### src/skc_pkg.sv
// ---------------------------------------------------------------------------
// Compressor package
// Constants, types and table builders shared by the compressor modules.
// ---------------------------------------------------------------------------
package skc_pkg;

    localparam int CHANNELS        = 2;
    localparam int TABLE_ADDR_BITS = 10;
    localparam int ROM_SIZE        = 1 << TABLE_ADDR_BITS;
    localparam int CH_BITS         = (CHANNELS > 1) ? $clog2(CHANNELS) : 1;

    localparam int CFG_ADDR_W = 2;
    localparam int CFG_DATA_W = 24;

    localparam logic [23:0] UNITY_GAIN   = 24'd8388608;
    localparam int          FLOOR_DB     = -35840;
    localparam int          KNEE_HALF    = 1536;
    localparam int          DB_PER_OCT   = 394566;
    localparam int          OCT_PER_DB   = 2786635;
    localparam int          THIRD_RECIP  = 174763;
    localparam int          RATIO_MIN    = 256;
    localparam int          RESET_RATIO  = 677;
    localparam int          SLOPE_RESET  = 65536 - (1 << 24) / RESET_RATIO;
    localparam int          DIV_STEPS    = 17;
    localparam int          DIV_REM_INIT = (1 << 24) >> DIV_STEPS;

    typedef enum logic [CFG_ADDR_W-1:0] {
        REG_THRESHOLD,
        REG_RATIO,
        REG_ATTACK,
        REG_RELEASE
    } cfg_reg_t;

    typedef enum logic [4:0] {
        ST_IDLE, ST_DIV, ST_ENV_MUL, ST_ENV_UPD, ST_NIBBLE, ST_BIT, ST_LOG_ROM,
        ST_LOG_MUL, ST_DB, ST_KNEE, ST_RED, ST_EXP, ST_EXP_ROM, ST_TARGET,
        ST_GAIN_MUL, ST_GAIN_UPD, ST_OUT_MUL, ST_OUT
    } state_t;

    typedef enum logic [4:0] {
        STEP_NONE, STEP_LOAD, STEP_DIV, STEP_ENV_MUL, STEP_ENV_UPD, STEP_NIBBLE,
        STEP_BIT, STEP_LOG_ROM, STEP_LOG_MUL, STEP_DB, STEP_KNEE, STEP_RED,
        STEP_EXP, STEP_EXP_ROM, STEP_TARGET, STEP_GAIN_MUL, STEP_GAIN_UPD,
        STEP_OUT_MUL, STEP_OUT
    } step_t;

    typedef struct packed {
        step_t step;
    } cmd_t;

    typedef struct packed {
        logic div_req;
        logic div_last;
        logic out_busy;
    } status_t;

    typedef logic [15:0] log_rom_t [ROM_SIZE];
    typedef logic [23:0] exp_rom_t [ROM_SIZE];

    function automatic longint unsigned isqrt64(longint unsigned v);
        longint unsigned res;
        longint unsigned bit_v;
        longint unsigned rem;
        res   = 0;
        bit_v = 64'd1 << 62;
        rem   = v;
        while (bit_v > rem) bit_v = bit_v >> 2;
        while (bit_v != 0) begin
            if (rem >= res + bit_v) begin
                rem = rem - (res + bit_v);
                res = (res >> 1) + bit_v;
            end else begin
                res = res >> 1;
            end
            bit_v = bit_v >> 2;
        end
        return res;
    endfunction

    function automatic log_rom_t build_log_rom();
        log_rom_t        rom;
        longint unsigned x;
        logic [15:0]     frac;
        for (int i = 0; i < ROM_SIZE; i++) begin
            x    = longint'(ROM_SIZE + i) << (30 - TABLE_ADDR_BITS);
            frac = '0;
            for (int k = 0; k < 16; k++) begin
                x    = (x * x) >> 30;
                frac = {frac[14:0], 1'b0};
                if (x >= (64'd1 << 31)) begin
                    frac[0] = 1'b1;
                    x       = x >> 1;
                end
            end
            rom[i] = frac;
        end
        return rom;
    endfunction

    function automatic exp_rom_t build_exp_rom();
        exp_rom_t        rom;
        longint unsigned root [17];
        longint unsigned acc;
        root[0] = 0;
        root[1] = isqrt64(64'd1 << 59);
        for (int k = 2; k <= 16; k++) root[k] = isqrt64(root[k-1] << 30);
        for (int i = 0; i < ROM_SIZE; i++) begin
            acc = 64'd1 << 30;
            for (int j = 0; j < TABLE_ADDR_BITS; j++) begin
                if (((i >> j) & 1) != 0) begin
                    acc = (acc * root[TABLE_ADDR_BITS - j] + (64'd1 << 29)) >> 30;
                end
            end
            rom[i] = 24'((acc + 64) >> 7);
        end
        return rom;
    endfunction

endpackage

### src/skc_ctrl.sv
// ---------------------------------------------------------------------------
// Compressor controller
// Sequences the datapath through one request and through the slope divide.
// ---------------------------------------------------------------------------
module skc_ctrl (
    input  logic              aclk,
    input  logic              aresetn,
    input  logic              s_tvalid,
    output logic              s_tready,
    input  skc_pkg::status_t  status,
    output skc_pkg::cmd_t     cmd
);

    skc_pkg::state_t state_reg;
    skc_pkg::state_t state_next;

    always_ff @(posedge aclk) begin
        if (!aresetn) begin
            state_reg <= skc_pkg::ST_IDLE;
        end else begin
            state_reg <= state_next;
        end
    end

    always_comb begin
        state_next = state_reg;
        s_tready   = 1'b0;
        cmd.step   = skc_pkg::STEP_NONE;
        unique case (state_reg)
            skc_pkg::ST_IDLE: begin
                s_tready = !status.div_req;
                if (status.div_req) begin
                    state_next = skc_pkg::ST_DIV;
                end else if (s_tvalid) begin
                    cmd.step   = skc_pkg::STEP_LOAD;
                    state_next = skc_pkg::ST_ENV_MUL;
                end
            end
            skc_pkg::ST_DIV: begin
                cmd.step = skc_pkg::STEP_DIV;
                if (status.div_last) state_next = skc_pkg::ST_IDLE;
            end
            skc_pkg::ST_ENV_MUL: begin
                cmd.step   = skc_pkg::STEP_ENV_MUL;
                state_next = skc_pkg::ST_ENV_UPD;
            end
            skc_pkg::ST_ENV_UPD: begin
                cmd.step   = skc_pkg::STEP_ENV_UPD;
                state_next = skc_pkg::ST_NIBBLE;
            end
            skc_pkg::ST_NIBBLE: begin
                cmd.step   = skc_pkg::STEP_NIBBLE;
                state_next = skc_pkg::ST_BIT;
            end
            skc_pkg::ST_BIT: begin
                cmd.step   = skc_pkg::STEP_BIT;
                state_next = skc_pkg::ST_LOG_ROM;
            end
            skc_pkg::ST_LOG_ROM: begin
                cmd.step   = skc_pkg::STEP_LOG_ROM;
                state_next = skc_pkg::ST_LOG_MUL;
            end
            skc_pkg::ST_LOG_MUL: begin
                cmd.step   = skc_pkg::STEP_LOG_MUL;
                state_next = skc_pkg::ST_DB;
            end
            skc_pkg::ST_DB: begin
                cmd.step   = skc_pkg::STEP_DB;
                state_next = skc_pkg::ST_KNEE;
            end
            skc_pkg::ST_KNEE: begin
                cmd.step   = skc_pkg::STEP_KNEE;
                state_next = skc_pkg::ST_RED;
            end
            skc_pkg::ST_RED: begin
                cmd.step   = skc_pkg::STEP_RED;
                state_next = skc_pkg::ST_EXP;
            end
            skc_pkg::ST_EXP: begin
                cmd.step   = skc_pkg::STEP_EXP;
                state_next = skc_pkg::ST_EXP_ROM;
            end
            skc_pkg::ST_EXP_ROM: begin
                cmd.step   = skc_pkg::STEP_EXP_ROM;
                state_next = skc_pkg::ST_TARGET;
            end
            skc_pkg::ST_TARGET: begin
                cmd.step   = skc_pkg::STEP_TARGET;
                state_next = skc_pkg::ST_GAIN_MUL;
            end
            skc_pkg::ST_GAIN_MUL: begin
                cmd.step   = skc_pkg::STEP_GAIN_MUL;
                state_next = skc_pkg::ST_GAIN_UPD;
            end
            skc_pkg::ST_GAIN_UPD: begin
                cmd.step   = skc_pkg::STEP_GAIN_UPD;
                state_next = skc_pkg::ST_OUT_MUL;
            end
            skc_pkg::ST_OUT_MUL: begin
                cmd.step   = skc_pkg::STEP_OUT_MUL;
                state_next = skc_pkg::ST_OUT;
            end
            skc_pkg::ST_OUT: begin
                if (!status.out_busy) begin
                    cmd.step   = skc_pkg::STEP_OUT;
                    state_next = skc_pkg::ST_IDLE;
                end
            end
            default: begin
                state_next = skc_pkg::ST_IDLE;
            end
        endcase
    end

endmodule

### config.mk
export PLATFORM = sky130hd
export DESIGN_NAME = skc_ctrl
export DESIGN_NICKNAME = d
export VERILOG_FILES = /design/src/skc_pkg.sv /design/src/skc_ctrl.sv
export SDC_FILE = /design/constraint.sdc
export NUM_CORES = 1
export LEC_CHECK = 0
export BUFFER_PORTS_ARGS = -buffer_cell sky130_fd_sc_hd__buf_2
export CAP_MARGIN = 20
export CORE_AREA = 8 8 45 47
export DETAILED_ROUTE_END_ITERATION = 10
export DIE_AREA = 0 0 53 55
export PLACE_DENSITY_LB_ADDON = 0.25
export SYNTH_ARGS = -nofsm -noshare
export SYNTH_HDL_FRONTEND = slang
export SYNTH_SLANG_ARGS = --single-unit
### constraint.sdc
create_clock -name aclk -period 1.8 [get_ports aclk]
set_input_delay 0.27 -clock aclk [delete_from_list [all_inputs] [get_ports aclk]]
set_output_delay 0.27 -clock aclk [all_outputs]
set_load 0.1 [all_outputs]
# After elaboration in Yosys (flattened, before gate mapping)
# Index checks and enable logic that the tools add are counted.
[op_classes]
n_addsub = 0
multipliers = 0
n_div = 0
order_cmp = 0
eq_ne = 20
shifts = 0
n_mux = 10
bitwise = 0
reduce_logical = 3
[op_table]
columns = ["op", "count"]
rows = [
  ["$pmux W5 S18", 2],
  ["$eq A5 B4 Y1 const B", 8],
  ["$mux W5", 5],
  ["$eq A5 B3 Y1 const B", 4],
  ["$eq A5 B2 Y1 const B", 2],
  ["$eq A5 B5 Y1 const B", 2],
  ["$eq A5 B1 Y1 const B", 1],
  ["$logic_not A5 Y1", 1],
  ["$ne A2 B2 Y1 const B", 2],
  ["$mux W1", 3],
  ["$ne A3 B3 Y1 const B", 1],
  ["$reduce_and A3 Y1", 1],
  ["$logic_not A1 Y1", 1],
]
[totals]
ff_bits = 5
latchBits = 0
ram_bits = 0
mem_bits_ro = 0
input_bits = 6
output_inout_bits = 6
wordCells = 34
n_memories = 0

# Longest topological paths before layout
[logic_depth]
word_depth = 3
depth_mapped = 4

# Worst setup path after synthesis
# No wires, ideal clock.
[synth_path]
path_kind = "register -> output"
start = "reg state_reg[3]"
end = "out cmd[0] (netlist name)"
arrival_ns = 3.111
required_time_ns = 1.530
slack_ns = -1.581
path_stages_with_launch = 4
path_buffers = 1
cell_sequence = "dfxtp_1 or3_1 buf_2 a211oi_1"
[synth_lines]
columns = ["item", "line", "source"]
rows = [
  ["from (decl)", "skc_ctrl.sv:14", "skc_pkg::state_t state_reg;"],
  ["from (signal assigned)", "skc_ctrl.sv:19", "state_reg <= skc_pkg::ST_IDLE;"],
  ["from (signal assigned)", "skc_ctrl.sv:21", "state_reg <= state_next;"],
  ["to (decl)", "skc_ctrl.sv:11", "output skc_pkg::cmd_t cmd"],
]

# Worst setup path in the final report
[layout_path]
start = "reg state_reg[3]"
end = "out s_tready"
[layout_between]
elab_chain_cells = 2
[layout_rtl]
columns = ["item", "line", "source"]
rows = [
  ["$logic_not A5 Y1", "skc_ctrl.sv:29", "unique case (state_reg)"],
  ["$mux W1", "skc_ctrl.sv:29", ""],
  ["to (decl)", "skc_ctrl.sv:9", "output logic s_tready,"],
]
# Every way passes these cells.

==> metrics.txt <==
# TYPE chip_impl_metric gauge
chip_impl_metric{name="routed_wire_length_per_instance",unit="um"} 12.63
chip_impl_metric{name="synth.cell_area",unit="um^2"} 356.6
chip_impl_info{name="status",value="finished with violations"} 1
chip_impl_metric{name="avgSynthCellArea",unit="um^2"} 8.104
chip_impl_metric{name="final_nets",unit=""} 71
chip_impl_info{name="crit_path_start",value="state_reg[3]"} 1
chip_impl_info{name="cts_tree",value="yes"} 1
chip_impl_metric{name="synth-seq-cells",unit=""} 5
chip_impl_metric{name="path_max_fanout",unit=""} 3
chip_impl_metric{name="final_core_util",unit="%"} 49.19
chip_impl_metric{name="drc_errors",unit=""} 0
chip_impl_info{name="rsz0062_at_grt",value="yes"} 1
chip_impl_metric{name="grt_overflow_total",unit=""} 0
chip_impl_info{name="worst_setup_path_end_kind",value="output port"} 1
chip_impl_info{name="worstHoldStart",value="aresetn"} 1
chip_impl_metric{name="grt_first_pass_wirelength",unit="mm"} 1.807
chip_impl_metric{name="clk_transition_reported_paths",unit="ns"} 0.04
chip_impl_metric{name="async_reset_ff_share",unit="%"} 0
chip_impl_metric{name="cap_viol_max_count",unit=""} 0
chip_impl_metric{name="chipHeight",unit="um"} 55
chip_impl_metric{name="cts_buf_count",unit=""} 3
chip_impl_metric{name="drt-pass1-iter-count",unit=""} 2
chip_impl_metric{name="diodes",unit=""} 0
chip_impl_info{name="worst_setup_path_start_kind",value="flip-flop"} 1
chip_impl_metric{name="dpl_cell_area",unit="um^2"} 605.6
chip_impl_metric{name="synth_seq_area_share",unit="%"} 28.07
chip_impl_metric{name="timing.reg2reg.setup_slack",unit="ns"} 0.09
chip_impl_metric{name="final_cell_area",unit="um^2"} 680.7
chip_impl_metric{name="cts.path.max_buffers",unit=""} 2
chip_impl_metric{name="clock_sinks",unit=""} 5
chip_impl_info{name="criticalPathCategory",value="reg2out"} 1
chip_impl_metric{name="number_of_enable_type_register_cells_in_the_synthesized_netlist",unit=""} 0
chip_impl_metric{name="timing_max_transition_violations_final",unit=""} 0
chip_impl_metric{name="top_ports",unit=""} 12
chip_impl_metric{name="tightest_slew",unit="ns"} 0.3849
chip_impl_metric{name="initial_utilization",unit="%"} 25.77
chip_impl_metric{name="post_place_worst_slack",unit="ns"} 0.08800
chip_impl_metric{name="synth_cell_type_count",unit=""} 30
chip_impl_metric{name="post-route-worst-setup-slack",unit="ns"} -0.07731
chip_impl_metric{name="number_of_drc_violations_after_detailed_routing_iteration_0",unit=""} 1
chip_impl_info{name="hold_class",value="in2reg"} 1
chip_impl_metric{name="postSynthNetCount",unit=""} 50
chip_impl_metric{name="final_layout_size_suffix_gt1_share",unit="%"} 59.38
chip_impl_metric{name="clock_insertion_delay_worst_skew",unit="ns"} 0.24
chip_impl_metric{name="antenna_found_initial",unit=""} 0
chip_impl_metric{name="core_area",unit="um^2"} 1384
chip_impl_metric{name="dp_hpwl",unit="um"} 799.5
chip_impl_metric{name="port_buffers",unit=""} 11
chip_impl_metric{name="die_width",unit="um"} 53
chip_impl_metric{name="synth-warning-count",unit=""} 0
chip_impl_metric{name="timing.max_slew.rel_slack",unit="%"} 74.13
chip_impl_metric{name="final.min_clock_period",unit="ns"} 1.877
chip_impl_metric{name="timing.final.setup_violations",unit=""} 2
chip_impl_metric{name="timing.hold.worst_path_depth",unit=""} 3
chip_impl_metric{name="number_of_placed_cells_counting_well_taps",unit=""} 73
chip_impl_metric{name="synthesis.instances",unit=""} 44
chip_impl_metric{name="max_freq",unit="GHz"} 0.5327
chip_impl_info{name="holdPathEnd",value="state_reg[0]"} 1
chip_impl_metric{name="fp.dieArea",unit="um^2"} 2915
chip_impl_metric{name="fillers",unit=""} 138
chip_impl_metric{name="critPathArrivalTime",unit="ns"} 1.61
chip_impl_metric{name="footprint_of_the_flip_flops_and_latches",unit="um^2"} 107.6
chip_impl_metric{name="largest_net_degree_at_the_start_of_global_routing",unit=""} 12
chip_impl_metric{name="multi_input_area",unit="um^2"} 311.5
chip_impl_metric{name="vias",unit=""} 398
chip_impl_metric{name="avgViaCountPerCell",unit=""} 4.975
chip_impl_metric{name="report.final.hold_viol_count",unit=""} 0
chip_impl_metric{name="routed_wl",unit="mm"} 1.010
chip_impl_metric{name="finClkSkew",unit="ns"} 0.0009277
chip_impl_metric{name="number_of_global_route_vias_before_repair",unit=""} 432
chip_impl_metric{name="vdd_ir_drop_max",unit="V"} 0.0004367
chip_impl_metric{name="core.rowCount",unit=""} 14
chip_impl_metric{name="antenna_left",unit=""} 0
chip_impl_metric{name="stdcell_count",unit=""} 80
chip_impl_info{name="ys.flop_type",value="sky130_fd_sc_hd__dfxtp_1"} 1
chip_impl_metric{name="area_delta_synth_final",unit="%"} 90.88
chip_impl_metric{name="cts-hold-fix-buffers",unit=""} 0
chip_impl_metric{name="finalWeightedCongestion",unit=""} 0.7406
chip_impl_info{name="crit-reg2reg-capture",value="state_reg[0]"} 1
chip_impl_metric{name="worst_r2r_path_depth",unit=""} 5
chip_impl_metric{name="ctsHtreeMaxLevel",unit=""} 1
chip_impl_metric{name="grt_use_total",unit="%"} 8.438
chip_impl_info{name="rr_startpoint",value="state_reg[2]"} 1
chip_impl_info{name="master_cell_of_the_clock_root_buffer",value="sky130_fd_sc_hd__clkbuf_4"} 1
chip_impl_metric{name="power_density",unit="nW/um^2"} 841.1
chip_impl_metric{name="required",unit="ns"} 1.53
chip_impl_info{name="failing_checks",value="negative setup slack"} 1
chip_impl_metric{name="power.static_leakage",unit="uW"} 0.0002578
chip_impl_metric{name="setup_tns",unit="ns"} -0.1136
chip_impl_metric{name="final_min_period_over_clock_period",unit="%"} 104.3
chip_impl_metric{name="max_reg_flops",unit=""} 5
==> stage by stage <==
step / power [uW] / hold WS [ns]
final: 572.5 / 0.2941
after detailed placement: 415.8 / 0.5524
after global placement: 415.0 / 0.5555
after CTS: 579.2 / 0.2911
after floorplan: 335.8 / 0.4198
after global routing: 602.8 / 0.3025
==> cells in the mapped netlist (all sizes together) (2+ instances only) <==
master   number  share of area (%)
dfxtp         5                 28
nor2b         3                5.3
a2111oi       2                6.7
inv           3                3.2
o21ai         2                2.8
nand2b        2                3.5
xor2          2                4.9
a211oi        2                5.6
nor3          3                4.2
nor2          2                2.1
clkbuf        2                2.1
nor4          2                5.3
==> routing by layer <==
metal	global-route usage [%]	up-vias	part of all wire (%)
met4	5.172	0	0
li1	-	197	-
met3	2.406	0	5.2
met1	10.72	193	48
met2	12.30	8	46
met5	0	-	0
==> layout by cell type, fill, tap and decap left out <==
cell	count
sky130_fd_sc_hd__a2111oi_0	1
sky130_fd_sc_hd__a2111oi_2	1
sky130_fd_sc_hd__a211oi_2	1
sky130_fd_sc_hd__a211oi_4	1
sky130_fd_sc_hd__a21oi_2	1
sky130_fd_sc_hd__and2_1	1
sky130_fd_sc_hd__buf_12	5
sky130_fd_sc_hd__buf_2	5
sky130_fd_sc_hd__buf_4	6
sky130_fd_sc_hd__buf_6	3
sky130_fd_sc_hd__clkbuf_1	1
sky130_fd_sc_hd__clkbuf_4	3
sky130_fd_sc_hd__dfxtp_1	1
sky130_fd_sc_hd__dfxtp_2	3
sky130_fd_sc_hd__dfxtp_4	1
sky130_fd_sc_hd__inv_1	3
sky130_fd_sc_hd__nand2_1	1
sky130_fd_sc_hd__nand2b_1	2
sky130_fd_sc_hd__nand3_1	1
sky130_fd_sc_hd__nand3b_1	1
sky130_fd_sc_hd__nor2_4	2
sky130_fd_sc_hd__nor2b_1	3
sky130_fd_sc_hd__nor3_1	2
sky130_fd_sc_hd__nor3_4	1
sky130_fd_sc_hd__nor4_1	1
sky130_fd_sc_hd__nor4_2	1
sky130_fd_sc_hd__o21ai_0	1
sky130_fd_sc_hd__o21ai_1	1
sky130_fd_sc_hd__o21bai_1	1
sky130_fd_sc_hd__o22ai_4	1
sky130_fd_sc_hd__o31a_1	1
sky130_fd_sc_hd__o31ai_4	1
sky130_fd_sc_hd__or3_4	1
sky130_fd_sc_hd__or3b_1	1
sky130_fd_sc_hd__or4_4	1
sky130_fd_sc_hd__xnor2_1	1
sky130_fd_sc_hd__xor2_1	2
==> where the power goes <==
part / total, uW / internal [uW] / switching (uW) / leakage, uW
registers: 132 / 118 / 13.6 / 0.0000427
logic: 310 / 126 / 184 / 0.000200
clock network: 130 / 83.9 / 46.6 / 0.0000150
total: 572 / 328 / 244 / 0.000258
==> kinds of logic after synthesis <==
logic type	Yosys count	synth area share, %
XOR/XNOR	3	7.370
AND/OR/NAND/NOR	19	32.98
AO/OA/AOI/OAI	11	24.91
buffers and inverters	6	6.666
flip-flops	5	28.07
==> worst max path at each step <==
stage	slack [ns]	end
floorplan	-0.20	cmd[0]
global placement	0.1	cmd[0]
detailed placement	0.09	cmd[0]
CTS	-0.09	s_tready
global route	-0.14	s_tready
finish	-0.08	s_tready
==> worst max-delay path: stages (launching register included) <==
cell	delay, ns
sky130_fd_sc_hd__dfxtp_2	0.33
sky130_fd_sc_hd__or4_4	0.52
sky130_fd_sc_hd__buf_6	0.14
sky130_fd_sc_hd__nor3_4	0.17
sky130_fd_sc_hd__buf_12	0.20
==> layout make-up <==
| class | instances | share of cell area [%] |
|---|---|---|
| Sequential cell | 5 | 15.81 |
| Inverter | 3 | 1.654 |
| Tap cell | 16 | 2.941 |
| Multi-Input combinational cell | 33 | 45.77 |
| Timing Repair Buffer | 19 | 29.96 |
| Clock buffer | 4 | 3.860 |
==> what timing repair did <==
| action | 4_1_cts | 5_1_grt |
|---|---|---|
| endpoints found under the hold margin | 0 | 0 |
| buffers inserted | 3 | 0 |
| gates resized for setup | 5 | 3 |
| pin swaps | 1 | 1 |
| endpoints found under the setup margin | 4 | 5 |
No activity file was read; power rests on OpenSTA's default activity.
